[src/hw/rtl/rld_pkg.sv]
// rld_pkg: shared types and constants of the extent run-list decoder
`timescale 1ns / 1ps

package rld_pkg;

    localparam int CB_W            = 22;  // cluster size register width
    localparam int ACC_BYTES       = 8;   // bytes in a 64-bit accumulator
    localparam int FIELD_BYTES_MAX = 8;   // largest length or offset field

    localparam logic [CB_W-1:0] CLUSTER_BYTES_RESET = 22'd4096;

    // end-of-list status codes
    localparam logic [1:0] ST_OK       = 2'd0;
    localparam logic [1:0] ST_NO_TERM  = 2'd1;
    localparam logic [1:0] ST_TRUNC    = 2'd2;
    localparam logic [1:0] ST_OVERSIZE = 2'd3;

    typedef struct packed {
        logic [7:0] list_byte;
        logic       final_byte;
    } in_item_t;

    typedef struct packed {
        logic        kind;
        logic [1:0]  status;
        logic [63:0] byte_offset;
        logic [63:0] byte_length;
        logic [63:0] total_size;
        logic        last_of_run;
    } out_item_t;

    // what one decoded byte asks of the back end
    typedef struct packed {
        logic       add_len;    // a run finished: add its length to the data size
        logic       emit_run;   // the finished run has an offset: show it
        logic       emit_end;   // the list ends here
        logic [1:0] end_status;
    } ev_flags_t;

    typedef struct packed {
        ev_flags_t   flags;
        logic [63:0] len;       // run length in clusters
        logic [63:0] cluster;   // run start cluster
    } ev_t;

    typedef struct packed {
        ev_flags_t   flags;
        logic [63:0] blen;      // run length in bytes
        logic [63:0] boff;      // run start in bytes
    } scaled_t;

endpackage

[src/hw/rtl/rld_out.sv]
// rld_out: running data size and the result register, up to two results per event
`timescale 1ns / 1ps

module rld_out
(
    input  logic               clk,
    input  logic               rst_n,
    input  logic               sc_valid,
    output logic               sc_ready,
    input  rld_pkg::scaled_t   sc,
    output logic               out_valid,
    input  logic               out_stall,
    output rld_pkg::out_item_t out_item
);

    localparam logic KIND_RUN = 1'b0;
    localparam logic KIND_END = 1'b1;

    logic        run_pend_reg;
    logic        end_pend_reg;
    logic [63:0] data_size_reg;
    logic [63:0] data_size_next;
    logic [63:0] total_reg;
    logic [63:0] boff_reg;
    logic [63:0] blen_reg;
    logic [1:0]  status_reg;
    logic        out_fire;
    logic        load;

    assign out_valid      = run_pend_reg || end_pend_reg;
    assign out_fire       = out_valid && !out_stall;
    assign sc_ready       = !out_valid || (out_fire && !(run_pend_reg && end_pend_reg));
    assign load           = sc_valid && sc_ready;
    assign data_size_next = data_size_reg + (sc.flags.add_len ? sc.blen : 64'd0);

    always_ff @(posedge clk or negedge rst_n)
    begin
        if (!rst_n)
        begin
            run_pend_reg  <= 1'b0;
            end_pend_reg  <= 1'b0;
            data_size_reg <= 64'd0;
        end
        else if (load)
        begin
            run_pend_reg  <= sc.flags.emit_run;
            end_pend_reg  <= sc.flags.emit_end;
            data_size_reg <= sc.flags.emit_end ? 64'd0 : data_size_next;
        end
        else if (out_fire)
        begin
            if (run_pend_reg && end_pend_reg)
                run_pend_reg <= 1'b0;
            else
            begin
                run_pend_reg <= 1'b0;
                end_pend_reg <= 1'b0;
            end
        end
    end

    always_ff @(posedge clk)
    begin
        if (load)
        begin
            total_reg  <= data_size_next;
            boff_reg   <= sc.boff;
            blen_reg   <= sc.blen;
            status_reg <= sc.flags.end_status;
        end
    end

    always_comb
    begin
        out_item.total_size = total_reg;
        if (run_pend_reg)
        begin
            out_item.kind        = KIND_RUN;
            out_item.status      = rld_pkg::ST_OK;
            out_item.byte_offset = boff_reg;
            out_item.byte_length = blen_reg;
            out_item.last_of_run = !end_pend_reg;
        end
        else
        begin
            out_item.kind        = KIND_END;
            out_item.status      = status_reg;
            out_item.byte_offset = 64'd0;
            out_item.byte_length = 64'd0;
            out_item.last_of_run = 1'b1;
        end
    end

endmodule

[config.mk]
export PLATFORM = sky130hd
export DESIGN_NAME = rld_out
export DESIGN_NICKNAME = d
export VERILOG_FILES = /design/src/hw/rtl/rld_pkg.sv /design/src/hw/rtl/rld_out.sv
export SDC_FILE = /design/constraint.sdc
export NUM_CORES = 1
export LEC_CHECK = 0
export BUFFER_PORTS_ARGS = -buffer_cell sky130_fd_sc_hd__buf_2
export CAP_MARGIN = 40
export CORE_ASPECT_RATIO = 1.4
export CORE_UTILIZATION = 49
export DETAILED_ROUTE_END_ITERATION = 12
export PLACE_DENSITY = 0.77
export SLEW_MARGIN = 25
export SYNTH_ARGS = -nofsm -noshare
export SYNTH_HDL_FRONTEND = slang
export SYNTH_SLANG_ARGS = --single-unit
[constraint.sdc]
create_clock -name clk -period 7.07 [get_ports clk]
set_input_delay 0.707 -clock clk [delete_from_list [all_inputs] [get_ports clk]]
set_output_delay 0.707 -clock clk [all_outputs]
set_load 0.02 [all_outputs]
==> results.toml <==
[run_status]
outcome = "finished, final reports clean"

[timing]
slew_headroom_pct = 42.9
min_period_ns = 4.08
rsz0062_at_grt = "no"
timing.final.ws_setup_ns = 2.99
setup_violations = 0
skew_ns = 0.0299
max_freq_ghz = 0.245
worst_pin_slew_ns = 0.857
finalCritPeriodShare_pct = 57.7
setup_tns_ns = 0
finalHoldViolations = 0
drv_slew = 0

[setup_path]
critPathMaxFanout = 45
reg2regPathDepth = 12
cp-end-kind = "flip-flop"
arrival_ns = 4.52
path_cells = "buf_2, buf_4, and2_1, ha_1, a21oi_1, nand2b_1, o21a_1, o21a_1, o311a_1, o31ai_1, o311ai_1, xor2_1, a22o_1"
start_kind = "input pin"
ff2ff_setup_slack_ns = 3.65
crit_path_frequent_cell = "o21a_1"
slowest_delay_ns = 0.68
cpMaxStageDelayCell = "o31ai_1"
worstReg2RegStart = "data_size_reg[0]"
required_ns = 7.51
path_buf_inv = 2
cpLargestDelayFamily = "compound AO/OA/AOI/OAI gates"
timing.rr.end = "total_reg[62]"
crit_type = "input pin to flip-flop"

[clock_network]
clock_latency_ns = 0.55
clock-root-buffer = "clkbuf_16"
cts_tree = "done"
clock_sinks = 260
ctsHoldBuffers = 0
clk_path_buf_depth = 3
numCtsBuffers = 26
h-tree-depth = 1
post-cts-setup-buffer-count = 0
clk_pin_slew_ns = 0.07
cts_resized = 0

[synth]
ys_types = 65
synth-warning-count = 0
syn-num-nets = 1396
yosysSeqAreaShare_pct = 55.4
synthMuxAreaShare_pct = 0
netlist_instances = 1195
synth_ff_type = "edfxtp_1"
synth_compound_area_share_pct = 15.1
ys_ff_latch = 260
synth_top_family_by_area = "simple AND/OR/NAND/NOR gates"
async_flop_share_pct = 25.4
syn_area_per_cell_um2 = 11.3
synth_fa_ha_area_share_pct = 6.07
synth_xor_area_share_pct = 4.02
synth_area_um2 = 13500
synth-edff-count = 194
yosys.area_share.simple_pct = 17.0

[floorplanning]
core_um2 = 27000
die_height_um = 198
die_x_um = 142
start_util_pct = 50.0
ioPinCount = 335
std_cell_rows = 71
die_area_um2 = 28200

[global_route]
grt_pass1_vias = 10400
grt_max_degree = 125
grt_antenna_before_repair = 2
grt_usage_pct = 25.2
grt_overflow = 0
grt_pass1_wl_um = 54700

[power_and_ir_drop]
p_int_mw = 3.39
leakagePower_nw = 7.43
power_frac_clock_pct = 28.6
p_switching_mw = 1.71
switching_share_pct = 33.6
p_per_area_nw_per_um2 = 309
vdd_drop_max_mv = 0.216
combPwrFrac_pct = 30.4
seqPwrFrac_pct = 41.0

[routing]
drt-initial-drc-count = 609
routed_via_density = 5.57
detail-route-antenna-nets = 0
wl_per_cell_um = 19.0
vias = 10600
post-route-drc-count = 0
finalWirelength_um = 36200
drt_first_pass_iters = 6

[worst_hold_path]
hp-class = "input pin to async pin"

[placement]
dp_cells = 1848
numPortBuffers = 334
dp_hpwl_um = 26600
gp_congestion = 0.919
post-place-ws_ns = 2.44

[layout]
drive_gt1_share_pct = 26.6
final_common_cell = "buf_2"
areaGrowthSynthToFinish_pct = 22.2
layout.nets = 1713
layout.cells.most_common_list = "buf_2 (334), and2_1 (204), edfxtp_1 (194)"
fin_cells = 1899
final_core_util_pct = 61.1
fillers = 2272

[job]
cap_viol_max_count = 0
[routing by layer]
layer,share of wire (%),track usage [%],vias to the layer above,routed length [µm]
li1,-,-,4983,-
met1,36,27.3,5058,13100
met2,53,47.6,435,19300
met3,5.8,3.12,97,2100
met4,4.4,12.5,0,1610
met5,0,0,-,0
[power groups by stage]
stage / clock (mW) / sequential [mW] / combinational (mW)
final: 1.46 / 2.09 / 1.55
after global routing: 1.54 / 2.11 / 1.69
after CTS: 1.49 / 2.09 / 1.54
after detailed placement: 0 / 2.12 / 1.53
after global placement: 0 / 2.11 / 1.50
after floorplan: 0 / 2.20 / 0.971
[area by class of cell]
| class | count | area (µm²) | share of cell area [%] |
|---|---|---|---|
| well taps | 365 | 457 | 2.77 |
| diodes | 2 | 5.00 | 0.0304 |
| multi-input cells | 849 | 5700 | 34.6 |
| repair buffers | 344 | 1810 | 11.0 |
| clock buffers | 29 | 682 | 4.14 |
| clock inverters | 19 | 228 | 1.38 |
| inverters | 31 | 124 | 0.751 |
| flip-flops and latches | 260 | 7480 | 45.4 |
[cell usage after synthesis (31+ instances only)]
cell	number	area, µm²
o21ai_0	38	190
xnor2_1	40	350
a22o_1	49	429
dfrtp_1	66	1650
and2_1	204	1280
inv_1	31	116
ha_1	63	788
nor2_1	45	169
edfxtp_1	194	5830
clkbuf_1	53	199
a21oi_1	94	470
nand2_1	88	330
[worst max-delay path by stage]
| stage | startpoint | to | slack (ns) | cells after the start |
|---|---|---|---|---|
| 6_report | sc[132] | data_size_reg[58] | 2.99 | 13 |
| 5_1_grt | sc[132] | total_reg[63] | 2.73 | 13 |
| 4_1_cts | sc[132] | data_size_reg[58] | 3.03 | 13 |
| 3_5_place_dp | sc[132] | data_size_reg[58] | 2.44 | 13 |
| 3_3_place_gp | sc[132] | total_reg[62] | 2.60 | 14 |
| 2_1_floorplan | out_stall | blen_reg[0] | 2.52 | 5 |
[metrics by stage]
stage | power [mW] | area [µm²] | hold WS, ns
after floorplan | 3.17 | 13500 | 0.411
final | 5.10 | 16500 | 0.217
after CTS | 5.13 | 16500 | 0.220
after global placement | 3.61 | 15500 | 0.480
after detailed placement | 3.65 | 15500 | 0.481
after global routing | 5.34 | 16500 | 0.244
[cells by family (layout without fill, tap and decap cells)]
logic type                 Yosys count  in the layout
and+or+nand+nor                    425            425
xor gates and xnor gates            61             61
DFF                                260            260
other                                0              2
buffers and inverters               86            423
adders and majority gates           65             65
AOI/OAI and AO/OA                  298            298
Note: power is estimated with default switching activity, not from simulation.
