===== config.mk =====
export PLATFORM = sky130hd
export DESIGN_NAME = rld_decode
export DESIGN_NICKNAME = d
export VERILOG_FILES = /design/src/hw/rtl/rld_pkg.sv /design/src/hw/rtl/rld_decode.sv
export SDC_FILE = /design/constraint.sdc
export NUM_CORES = 1
export LEC_CHECK = 0
export BUFFER_PORTS_ARGS = -buffer_cell sky130_fd_sc_hd__buf_2
export CAP_MARGIN = 30
export CELL_PAD_IN_SITES_DETAIL_PLACEMENT = 1
export CELL_PAD_IN_SITES_GLOBAL_PLACEMENT = 2
export CORE_MARGIN = 2
export CORE_UTILIZATION = 35
export CTS_CLUSTER_DIAMETER = 40
export DETAILED_ROUTE_END_ITERATION = 10
export PLACE_DENSITY_LB_ADDON = 0.3
export RECOVER_POWER = 25
export SYNTH_ARGS = -nofsm -noshare
export SYNTH_HDL_FRONTEND = slang
export SYNTH_SLANG_ARGS = --single-unit

===== constraint.sdc =====
create_clock -name clk -period 5.2 [get_ports clk]
set_input_delay 1.04 -clock clk [delete_from_list [all_inputs] [get_ports clk]]
set_output_delay 1.04 -clock clk [all_outputs]
set_load 0.02 [all_outputs]

===== src/hw/rtl/rld_pkg.sv =====
// rld_pkg: shared types and constants of the extent run-list decoder
`timescale 1ns / 1ps

package rld_pkg;

    localparam int CB_W            = 22;  // cluster size register width
    localparam int ACC_BYTES       = 8;   // bytes in a 64-bit accumulator
    localparam int FIELD_BYTES_MAX = 8;   // largest length or offset field

    localparam logic [CB_W-1:0] CLUSTER_BYTES_RESET = 22'd4096;

    // end-of-list status codes
    localparam logic [1:0] ST_OK       = 2'd0;
    localparam logic [1:0] ST_NO_TERM  = 2'd1;
    localparam logic [1:0] ST_TRUNC    = 2'd2;
    localparam logic [1:0] ST_OVERSIZE = 2'd3;

    typedef struct packed {
        logic [7:0] list_byte;
        logic       final_byte;
    } in_item_t;

    typedef struct packed {
        logic        kind;
        logic [1:0]  status;
        logic [63:0] byte_offset;
        logic [63:0] byte_length;
        logic [63:0] total_size;
        logic        last_of_run;
    } out_item_t;

    // what one decoded byte asks of the back end
    typedef struct packed {
        logic       add_len;    // a run finished: add its length to the data size
        logic       emit_run;   // the finished run has an offset: show it
        logic       emit_end;   // the list ends here
        logic [1:0] end_status;
    } ev_flags_t;

    typedef struct packed {
        ev_flags_t   flags;
        logic [63:0] len;       // run length in clusters
        logic [63:0] cluster;   // run start cluster
    } ev_t;

    typedef struct packed {
        ev_flags_t   flags;
        logic [63:0] blen;      // run length in bytes
        logic [63:0] boff;      // run start in bytes
    } scaled_t;

endpackage


===== src/hw/rtl/rld_decode.sv =====
// rld_decode: byte parser of the run list with event register, one byte per cycle while not stalled
`timescale 1ns / 1ps

module rld_decode
(
    input  logic              clk,
    input  logic              rst_n,
    input  logic              in_valid,
    output logic              in_stall,
    input  rld_pkg::in_item_t in_item,
    output logic              ev_valid,
    input  logic              ev_ready,
    output rld_pkg::ev_t      ev
);

    localparam logic [1:0] PH_HEADER = 2'd0;
    localparam logic [1:0] PH_LENGTH = 2'd1;
    localparam logic [1:0] PH_OFFSET = 2'd2;

    logic [1:0]  phase_reg, phase_next;
    logic [3:0]  length_size_reg, length_size_next;
    logic [3:0]  offset_size_reg, offset_size_next;
    logic [3:0]  byte_count_reg, byte_count_next;
    logic [63:0] length_accum_reg, length_accum_next;
    logic [63:0] offset_accum_reg, offset_accum_next;
    logic [63:0] cluster_reg, cluster_next;

    logic         ev_valid_reg;
    rld_pkg::ev_t ev_reg;
    rld_pkg::ev_t ev_new;

    logic [7:0]  b;
    logic        fin;
    logic [3:0]  ls;
    logic [3:0]  os;
    logic [3:0]  os_eff;
    logic [3:0]  bc_inc;
    logic [63:0] shifted;
    logic [63:0] len_c;
    logic [63:0] off_c;
    logic [63:0] cluster_sum;
    logic        complete;
    logic        in_header;
    logic        clr;
    logic        in_fire;

    assign b        = in_item.list_byte;
    assign fin      = in_item.final_byte;
    assign ls       = b[3:0];
    assign os       = b[7:4];
    assign bc_inc   = byte_count_reg + 4'd1;
    assign shifted  = {56'd0, b} << {byte_count_reg[2:0], 3'b000};
    assign in_stall = ev_valid_reg && !ev_ready;
    assign in_fire  = in_valid && !in_stall;

    always_comb
    begin
        phase_next        = phase_reg;
        length_size_next  = length_size_reg;
        offset_size_next  = offset_size_reg;
        byte_count_next   = byte_count_reg;
        length_accum_next = length_accum_reg;
        offset_accum_next = offset_accum_reg;
        cluster_next      = cluster_reg;
        len_c             = length_accum_reg;
        off_c             = offset_accum_reg;
        os_eff            = offset_size_reg;
        complete          = 1'b0;
        in_header         = 1'b0;
        clr               = 1'b0;
        ev_new            = '0;

        case (phase_reg)
            PH_LENGTH:
            begin
                len_c             = length_accum_reg | shifted;
                length_accum_next = len_c;
                byte_count_next   = bc_inc;
                if (bc_inc >= length_size_reg)
                begin
                    byte_count_next = 4'd0;
                    if (offset_size_reg != 4'd0)
                        phase_next = PH_OFFSET;
                    else
                        complete = 1'b1;
                end
            end
            PH_OFFSET:
            begin
                off_c           = offset_accum_reg | shifted;
                byte_count_next = bc_inc;
                if (bc_inc >= offset_size_reg)
                begin
                    // sign extension from the top byte of a short field
                    if (b[7] && (offset_size_reg < 4'(rld_pkg::ACC_BYTES)))
                        off_c = off_c | (~64'd0 << {offset_size_reg[2:0], 3'b000});
                    complete = 1'b1;
                end
                offset_accum_next = off_c;
            end
            default:
            begin
                in_header = 1'b1;
                os_eff    = os;
                if (b == 8'd0)
                begin
                    ev_new.flags.emit_end   = 1'b1;
                    ev_new.flags.end_status = rld_pkg::ST_OK;
                    clr                     = 1'b1;
                end
                else if (fin)
                begin
                    ev_new.flags.emit_end   = 1'b1;
                    ev_new.flags.end_status = rld_pkg::ST_TRUNC;
                    clr                     = 1'b1;
                end
                else if ((ls > 4'(rld_pkg::FIELD_BYTES_MAX))
                         || (os > 4'(rld_pkg::FIELD_BYTES_MAX)))
                begin
                    ev_new.flags.emit_end   = 1'b1;
                    ev_new.flags.end_status = rld_pkg::ST_OVERSIZE;
                    clr                     = 1'b1;
                end
                else
                begin
                    length_size_next  = ls;
                    offset_size_next  = os;
                    byte_count_next   = 4'd0;
                    length_accum_next = 64'd0;
                    offset_accum_next = 64'd0;
                    len_c             = 64'd0;
                    off_c             = 64'd0;
                    if (ls != 4'd0)
                        phase_next = PH_LENGTH;
                    else if (os != 4'd0)
                        phase_next = PH_OFFSET;
                    else
                        complete = 1'b1;
                end
            end
        endcase

        cluster_sum = cluster_reg + off_c;

        if (complete)
        begin
            phase_next          = PH_HEADER;
            byte_count_next     = 4'd0;
            ev_new.flags.add_len = 1'b1;
            ev_new.len          = len_c;
            if (os_eff != 4'd0)
            begin
                cluster_next          = cluster_sum;
                ev_new.flags.emit_run = 1'b1;
                ev_new.cluster        = cluster_sum;
            end
            if (fin)
            begin
                ev_new.flags.emit_end   = 1'b1;
                ev_new.flags.end_status = rld_pkg::ST_NO_TERM;
                clr                     = 1'b1;
            end
        end
        else if (fin && !in_header)
        begin
            // partial run dropped
            ev_new.flags.emit_end   = 1'b1;
            ev_new.flags.end_status = rld_pkg::ST_TRUNC;
            clr                     = 1'b1;
        end

        if (clr)
        begin
            phase_next        = PH_HEADER;
            length_size_next  = 4'd0;
            offset_size_next  = 4'd0;
            byte_count_next   = 4'd0;
            length_accum_next = 64'd0;
            offset_accum_next = 64'd0;
            cluster_next      = 64'd0;
        end
    end

    always_ff @(posedge clk or negedge rst_n)
    begin
        if (!rst_n)
        begin
            phase_reg        <= PH_HEADER;
            length_size_reg  <= 4'd0;
            offset_size_reg  <= 4'd0;
            byte_count_reg   <= 4'd0;
            length_accum_reg <= 64'd0;
            offset_accum_reg <= 64'd0;
            cluster_reg      <= 64'd0;
        end
        else if (in_fire)
        begin
            phase_reg        <= phase_next;
            length_size_reg  <= length_size_next;
            offset_size_reg  <= offset_size_next;
            byte_count_reg   <= byte_count_next;
            length_accum_reg <= length_accum_next;
            offset_accum_reg <= offset_accum_next;
            cluster_reg      <= cluster_next;
        end
    end

    always_ff @(posedge clk or negedge rst_n)
    begin
        if (!rst_n)
            ev_valid_reg <= 1'b0;
        else if (!ev_valid_reg || ev_ready)
            ev_valid_reg <= in_fire && (ev_new.flags.add_len || ev_new.flags.emit_end);
    end

    always_ff @(posedge clk)
    begin
        if (!ev_valid_reg || ev_ready)
            ev_reg <= ev_new;
    end

    assign ev_valid = ev_valid_reg;
    assign ev       = ev_reg;

endmodule


==> reports/metrics.yaml, run 1 <==
p_int_mw: 5.982
remaining_drc_errors: 0
clk_pin_slew_ps: 60
hold_class: "flop to flop"
vdd_ir_drop_max_uv: 242.6
p_sw_mw: 2.476
die_area_sq_um: 52750
dp_slack_ps: -758.0
syn2layout_area_growth_pct: 34.14
syn-num-nets: 1946
drtIter0Drc: 1035
max_freq_ghz: 0.1986
die_h_microns: 229.7
grt-ovfl-total: 0
finClkSkew_ps: 12.97
wl_per_cell_microns: 20.27
finalCritPeriodShare_pct: 96.85
startpoint_type: "flop"
fin_area_sq_um: 23910
layout.nets: 2379
crit_path_end_kind: "flop"
clockRootBuffer: "clkbuf_16"
synth_cells: 1858
largest_reg_flops: 133
grt_pass1_vias: 16740
vias_per_cell: 5.252
row_count: 82
routed_wl_mm: 61.07
htreeDepth: 2
maxSlewHeadroom_pct: -97.36
core_area_sq_um: 50170
power_mw: 8.458
crit_chain: "ha_1 -> ha_1 -> a21o_1 -> a21o_1 -> a21oi_4 -> buf_4 -> buf_4 -> a311oi_2 -> buf_4 -> a21o_1 -> a22o_1 -> ha_1 -> a21oi_1 -> o21ai_0 -> a221o_1 -> a21oi_1 -> a21oi_1 -> o31ai_1 -> nand2_1 -> xor2_1 -> mux2i_1"
power_density_nw_per_um2: 353.8
initial_core_util_pct: 35.53
clk_path_buf_depth: 3
r2r_slack_ps: 160
r2r_start: "byte_count_reg[0]$_DFFE_PN0P_"
gp_congestion: 0.8859
p_seq_share_pct: 35.9
vias: 15830
critical-path-max-stage-delay_ps: 430
yosysSeqAreaShare_pct: 51.47
cts_tree: "yes"
synth_seq_cells: 340
grt_usage_pct: 23.32
cts_made_buffers: 58
fin_util_pct: 47.66
critPathKind: "flop to flop"
async_flop_share_pct: 60.88
hp-start: "cluster_reg[57]$_DFFE_PN0P_"
power_frac_comb_pct: 16.7
synth_cell_types: 67
ios: 148
syn_area_sq_um: 17820
violations: "capacitance limit, slew limit"
ys_dominant_reg_cell: "dfrtp_1"
antenna_cells: 0
slew_viol_final: 179
dp_hpwl_mm: 43.13
antenna_found_initial: 0
drive_above_1_share_pct: 28.19
status: "complete, but fails checks"
r2r-end: "ev[63]$_SDFFCE_PN0N_"
reg2reg_depth: 21
yosysWarnings: 0
setup_slack_ps: 163.6
finalSetupTns_ps: 0
final-hold-violation-count: 0
setup_viol: 0
slowest_stage: "a221o_1"
crit_cells: 21
die_w_microns: 229.7
cp.required_ps: 5560
grt_pass1_wl_mm: 97.21
hold_buffers: 0
hold-path-endpoint: "cluster_reg[57]$_DFFE_PN0P_"
syn_avg_cell_area_sq_um: 9.593
pwr-share-clk_pct: 47.4
swShare_pct: 29.28
drt_pass1_iterations: 5
critical_path_arrival_ps: 5390
clk_latency_ps: 620
finalCriticalPeriod_ps: 5036
worstHoldPathCells: 2
dpl_cell_area_sq_um: 21550
io_buffers: 147
cts_sinks: 340
critPathBufInv: 3
antenna_left: 0
synth_edf_count: 133
drv_cap: 3
rsz0062_at_grt: "true"
cp_top_family: "compound AO/OA/AOI/OAI gates"
crit_path_max_fanout: 6
p_leak_nw: 11.14
tightestPinTransition_ps: 2960
grt_max_degree: 90
## placed cells by master (no fill, tap or decap), drive strengths merged, types with 4 or more instances in the layout
| cell | Yosys | final |
|---|---|---|
| xnor2 | 38 | 38 |
| inv | 37 | 43 |
| a221oi | 4 | 4 |
| and4 | 4 | 4 |
| clkinv | 0 | 21 |
| nor2b | 6 | 6 |
| dfrtp | 207 | 207 |
| edfxtp | 133 | 133 |
| a211oi | 9 | 9 |
| a21oi | 253 | 253 |
| a21boi | 4 | 4 |
| nand3 | 16 | 16 |
| ha | 74 | 74 |
| buf | 39 | 485 |
| a22o | 78 | 78 |
| and3 | 5 | 5 |
| nor3 | 24 | 24 |
| o31ai | 5 | 5 |
| o21bai | 9 | 9 |
| o21a | 12 | 12 |
| nor4 | 11 | 11 |
| nand4 | 20 | 20 |
| o21ai | 138 | 138 |
| o41ai | 4 | 4 |
| clkinvlp | 0 | 7 |
| a21o | 76 | 76 |
| and2 | 14 | 14 |
| nor2 | 267 | 267 |
| nand2 | 181 | 181 |
| bufinv | 0 | 9 |
| clkbuf | 79 | 73 |
| or3 | 6 | 6 |
| nor3b | 4 | 4 |
| xor2 | 26 | 26 |
| a31oi | 10 | 10 |
| nand2b | 17 | 17 |
| or2 | 4 | 4 |
| o211ai | 5 | 5 |
## area by class of cell
type / instances / area, sq um
fill: 5692 / 26260
sequential: 340 / 9174
multi-input combinational: 1363 / 8362
timing repair buffer: 491 / 3332
clock buffer: 67 / 1505
tap: 672 / 840.8
clock inverter: 43 / 556.8
inverter: 37 / 138.9
## worst max-delay path by stage
stage,startpoint,end,slack (ps)
6_report,byte_count_reg[0]$_DFFE_PN0P_,ev[63]$_SDFFCE_PN0N_,160
5_1_grt,byte_count_reg[0]$_DFFE_PN0P_,ev[33]$_SDFFCE_PN0N_,-50
4_1_cts,byte_count_reg[0]$_DFFE_PN0P_,ev[56]$_SDFFCE_PN0N_,20
3_5_place_dp,in_item[3],ev[63]$_SDFFCE_PN0N_,-760
3_3_place_gp,in_item[3],ev[63]$_SDFFCE_PN0N_,-730
2_1_floorplan,in_item[3],ev[56]$_SDFFCE_PN0N_,9
## cell families (layout without fill, tap and decap cells)
kind of cell | count (synthesis) | after routing | synth area share [%]
buffers and inverters | 155 | 638 | 3.433
xor gates and xnor gates | 64 | 64 | 3.145
and+or+nand+nor | 583 | 583 | 14.05
adders and majority gates | 75 | 75 | 5.307
AOI/OAI and AO/OA | 637 | 637 | 22.36
DFF | 340 | 340 | 51.47
muxes | 4 | 4 | 0.2316
## metal layers
metal,up-vias,GRT usage [%],part of all wire (%)
li1,7563,-,-
met1,7886,32.43,47
met2,289,38.27,47
met3,87,3.299,3.5
met4,0,5.905,2.2
met5,-,0,0
## per-stage QoR
step	instances	hold slack (ps)
floorplan	1858	449.4
global placement	2893	462.2
detailed placement	2895	475.3
CTS	3005	496.0
global route	3013	514.7
finish	3013	489.1
## cells in the mapped netlist (4+ instances only)
cell	instances	area [sq um]
inv_1	35	131.4
buf_2	24	120.1
a221oi_1	4	35.03
or2_2	4	25.02
and2_0	5	31.28
nand2_1	181	679.4
o31ai_1	5	37.54
clkbuf_1	79	296.5
a21oi_1	250	1251
o21a_1	12	90.09
nor2b_1	6	37.54
dfrtp_1	207	5180
and3_1	5	31.28
nand2b_1	17	106.4
and4_1	4	35.03
o21ai_1	4	20.02
a21o_1	76	570.6
nand4_1	20	125.1
nor2_1	266	998.5
nand3_1	16	80.08
o21bai_1	9	67.56
a211oi_1	9	67.56
ha_1	74	925.9
xor2_1	26	227.7
or3_1	6	37.54
o21ai_0	133	665.6
nor4_1	11	68.82
xnor2_1	38	332.8
buf_1	15	56.30
a21boi_0	4	30.03
o41ai_1	4	35.03
a31oi_1	10	62.56
edfxtp_1	133	3994
o211ai_1	5	37.54
and2_1	9	56.30
nor3_1	24	120.1
a22o_1	78	683.2
## power groups by stage
stage,Clock (mW),Sequential [mW],Combinational [mW]
3_5_place_dp,0,3.08,1.39
6_report,4.01,3.03,1.41
4_1_cts,4.09,3.04,1.40
2_1_floorplan,0,3.26,0.609
5_1_grt,4.20,3.05,1.53
3_3_place_gp,0,3.07,1.37
## what timing repair did
item                       in CTS  in global routing
pin swaps                       2                 17
setup endpoints to repair      26                 69
gates resized for setup        14                 41
setup buffers                   0                  6
## worst reg2reg max path: cells and delay by family (launching register included)
family | cells | cell delay [ps]
XOR/XNOR | 1 | 180
AND/OR/NAND/NOR | 1 | 170
multiplexers | 1 | 140
flip-flops | 1 | 390
adder cells (fa/ha/maj) | 3 | 930
buffers and inverters | 3 | 480
AO/OA/AOI/OAI | 12 | 2500
Note: power is estimated with default switching activity, not from simulation.
==> run 2: changes to the inputs <==
--- a/config.mk
+++ b/config.mk
@@ -9,7 +9,7 @@
 export CAP_MARGIN = 30
 export CELL_PAD_IN_SITES_DETAIL_PLACEMENT = 1
 export CELL_PAD_IN_SITES_GLOBAL_PLACEMENT = 2
-export CORE_MARGIN = 2
+export CORE_MARGIN = 10
 export CORE_UTILIZATION = 35
 export CTS_CLUSTER_DIAMETER = 40
 export DETAILED_ROUTE_END_ITERATION = 10
==> run 2 against run 1 <==
Net effect: the flow still finishes with violations (capacitance limit, slew limit); worst setup slack improved by 24 ps; critical path depth up 2; global-route usage down 3.2 points; combinational power about the same; clock-buffer cell count did not move; sequential cell count unchanged; via count is 0.42% higher; non-clock buffer count unchanged; register-to-register slack better by 70 ps; sequential share of layout area up 0.28 points; first-iteration DRC count fell by 12%; core utilization fell by 0.44 points; largest power group unchanged; highest routed layer unchanged.
==> reports/metrics.yaml, run 2 (synthesis gave the netlist of run 1 again) <==
vias_per_cell: 5.271  # was 5.252
pwr-share-clk_pct: 46.2  # was 47.4%
p_sw_mw: 2.518  # was 2.476 mW
critical-path-max-stage-delay_ps: 420  # was 430 ps
routed_wl_mm: 61.29  # was 61.07 mm
crit_path_end_kind: "flop"  # unchanged
power_mw: 8.283  # was 8.458 mW
critPathKind: "input pin to flop"  # was flop to flop
grt_pass1_vias: 16990  # was 16,740
drtIter0Drc: 907  # was 1,035
io_buffers: 147  # unchanged
antenna_found_initial: 0  # unchanged
rsz0062_at_grt: "true"  # unchanged
ios: 148  # unchanged
power_frac_comb_pct: 17.3  # was 16.7%
p_leak_nw: 11.02  # was 11.14 nW
grt_usage_pct: 20.12  # was 23.32%
grt_pass1_wl_mm: 97.19  # was 97.21 mm
cp.required_ps: 5550  # was 5560 ps
status: "complete, but fails checks"  # unchanged
maxSlewHeadroom_pct: -161.8  # was -97.36%
grt-ovfl-total: 0  # unchanged
cp_top_family: "simple AND/OR/NAND/NOR gates"  # was compound AO/OA/AOI/OAI gates
grt_max_degree: 92  # was 90
finalCritPeriodShare_pct: 96.40  # was 96.85%
critical_path_arrival_ps: 5360  # was 5390 ps
final_common_cell: "buf_4"  # unchanged
core_area_sq_um: 50270  # was 50,170 sq um
drt_pass1_iterations: 5  # unchanged
gp_congestion: 0.8870  # was 0.8859
finClkSkew_ps: 19.28  # was 12.97 ps
slew_viol_final: 82  # was 179
clk_latency_ps: 610  # was 620 ps
swShare_pct: 30.40  # was 29.28%
htreeDepth: 2  # unchanged
largest_reg_flops: 133  # unchanged
hold_buffers: 0  # unchanged
remaining_drc_errors: 0  # unchanged
power_density_nw_per_um2: 349.0  # was 353.8 nW/um^2
slowest_stage: "or3_4"  # was a221o_1
layout.nets: 2380  # was 2,379
hold_class: "flop to flop"  # unchanged
drv_cap: 1  # was 3
clockRootBuffer: "clkbuf_16"  # unchanged
crit_chain: "buf_2 -> or3_4 -> buf_4 -> a22oi_2 -> nand2_1 -> nor2_2 -> a21o_1 -> buf_12 -> buf_4 -> buf_4 -> nor2_1 -> buf_4 -> ha_1 -> nand4_1 -> buf_4 -> nor4_1 -> nand3_1 -> nor3_1 -> a2111oi_2 -> buf_4 -> nand2_1 -> xor2_1 -> mux2i_1"  # was ha_1 -> ha_1 -> a21o_1 -> a21o_1 -> a21oi_4 -> buf_4 -> buf_4 -> a311oi_2 -> buf_4 -> a21o_1 -> a22o_1 -> ha_1 -> a21oi_1 -> o21ai_0 -> a221o_1 -> a21oi_1 -> a21oi_1 -> o31ai_1 -> nand2_1 -> xor2_1 -> mux2i_1
drive_above_1_share_pct: 28.04  # was 28.19%
clk_pin_slew_ps: 50  # was 60 ps
hold_slack_ps: 492.9  # was 489.1 ps
antenna_left: 0  # unchanged
crit_path_max_fanout: 15  # was 6
die_h_microns: 245.7  # was 229.7 microns
initial_core_util_pct: 35.46  # was 35.53%
finalSetupTns_ps: 0  # unchanged
cts_made_buffers: 59  # was 58
syn2layout_area_growth_pct: 33.16  # was 34.14%
tightestPinTransition_ps: 3926  # was 2960 ps
cts_tree: "yes"  # unchanged
r2r_slack_ps: 230  # was 160 ps
row_count: 82  # unchanged
critPathBufInv: 8  # was 3
p_int_mw: 5.765  # was 5.982 mW
startpoint_type: "input pin"  # was flop
final_cell_mix: "334 x buf_4, 257 x nor2_1, 242 x a21oi_1"  # was 335 x buf_4, 262 x nor2_1, 242 x a21oi_1
die_w_microns: 245.7  # was 229.7 microns
wl_per_cell_microns: 20.33  # was 20.27 microns
finalCriticalPeriod_ps: 5013  # was 5036 ps
die_area_sq_um: 60350  # was 52,750 sq um
final-hold-violation-count: 0  # unchanged
clk_path_buf_depth: 3  # unchanged
dp_hpwl_mm: 44.23  # was 43.13 mm
antenna_cells: 0  # unchanged
vdd_ir_drop_max_uv: 217.7  # was 242.6 uV
p_seq_share_pct: 36.5  # was 35.9%
setup_viol: 0  # unchanged
crit_top_cell: "buf_4"
cts_sinks: 340  # unchanged
vias: 15890  # was 15,830
max_freq_ghz: 0.1995  # was 0.1986 GHz
violations: "capacitance limit, slew limit"  # unchanged
## run 2: cell types whose count changed in the layout (fill, tap and decap cells not counted), sizes merged
cell	delta
inv	+11
bufinv	-6
clkbuf	-3
dlymetal6s4s	+1
buf	+2
clkinvlp	+2
clkinv	-5
## run 2: area by class of cell
class                   count  area (sq um)
multi-input cells        1363          8259
inverters                  37         138.9
well taps                 672         840.8
flip-flops and latches    340          9174
repair buffers            491          3351
clock inverters            45         434.2
clock buffers              67          1538
fillers                  5785         26540
## run 2: worst paths after layout
path                       depth (start not counted)                                to                        startpoint
setup reg to reg                                  22              ev[63]$_SDFFCE_PN0N_     byte_count_reg[0]$_DFFE_PN0P_
hold / removal                                     2  length_accum_reg[24]$_DFFE_PN0P_  length_accum_reg[24]$_DFFE_PN0P_
max in group asynchronous                          2       cluster_reg[19]$_DFFE_PN0P_                             rst_n
setup / recovery                                  23              ev[63]$_SDFFCE_PN0N_                        in_item[3]
min in group asynchronous                          1  length_accum_reg[59]$_DFFE_PN0P_                             rst_n
hold reg to reg                                    2  length_accum_reg[24]$_DFFE_PN0P_  length_accum_reg[24]$_DFFE_PN0P_
## run 2: what timing repair did
| item | CTS | global route |
|---|---|---|
| pin swaps | 3 | 11 |
| gates resized for setup | 10 | 38 |
| buffers inserted | 3 | 1 |
| endpoints found under the setup margin | 38 | 72 |
## run 2: stage by stage
| step | utilization (%) | worst slack [ps] | cell area, sq um | std cells |
|---|---|---|---|---|
| after floorplan | - | 9.025 | 17870 | 1858 |
| after global routing | 47.21 | -48.88 | 23740 | 3015 |
| after global placement | 42.89 | -779.0 | 21560 | 2894 |
| after detailed placement | 42.92 | -852.6 | 21580 | 2897 |
| final | 47.21 | 187.2 | 23740 | 3015 |
| after CTS | 46.96 | -14.23 | 23610 | 3012 |
## run 2: worst min-delay path, delay by kind of cell (launching register included)
| family | cells | cell delay [ps] |
|---|---|---|
| AOI/OAI and AO/OA | 1 | 40 |
| and+or+nand+nor | 1 | 70 |
| DFF | 1 | 340 |
## run 2: layer usage
| metal | wire length (microns) | track usage, % | up-vias |
|---|---|---|---|
| li1 | - | - | 7564 |
| met1 | 28100 | 26.56 | 7916 |
| met5 | 0 | 0 | - |
| met3 | 2622 | 3.627 | 89 |
| met4 | 1397 | 5.319 | 0 |
| met2 | 29160 | 33.37 | 322 |
## run 2: power by group through the flow
stage | Combinational (mW) | Clock (mW) | Sequential (mW)
6_report | 1.43 | 3.82 | 3.03
3_5_place_dp | 1.43 | 0 | 3.08
3_3_place_gp | 1.40 | 0 | 3.07
4_1_cts | 1.44 | 3.92 | 3.03
5_1_grt | 1.55 | 4.04 | 3.04
2_1_floorplan | 0.609 | 0 | 3.26
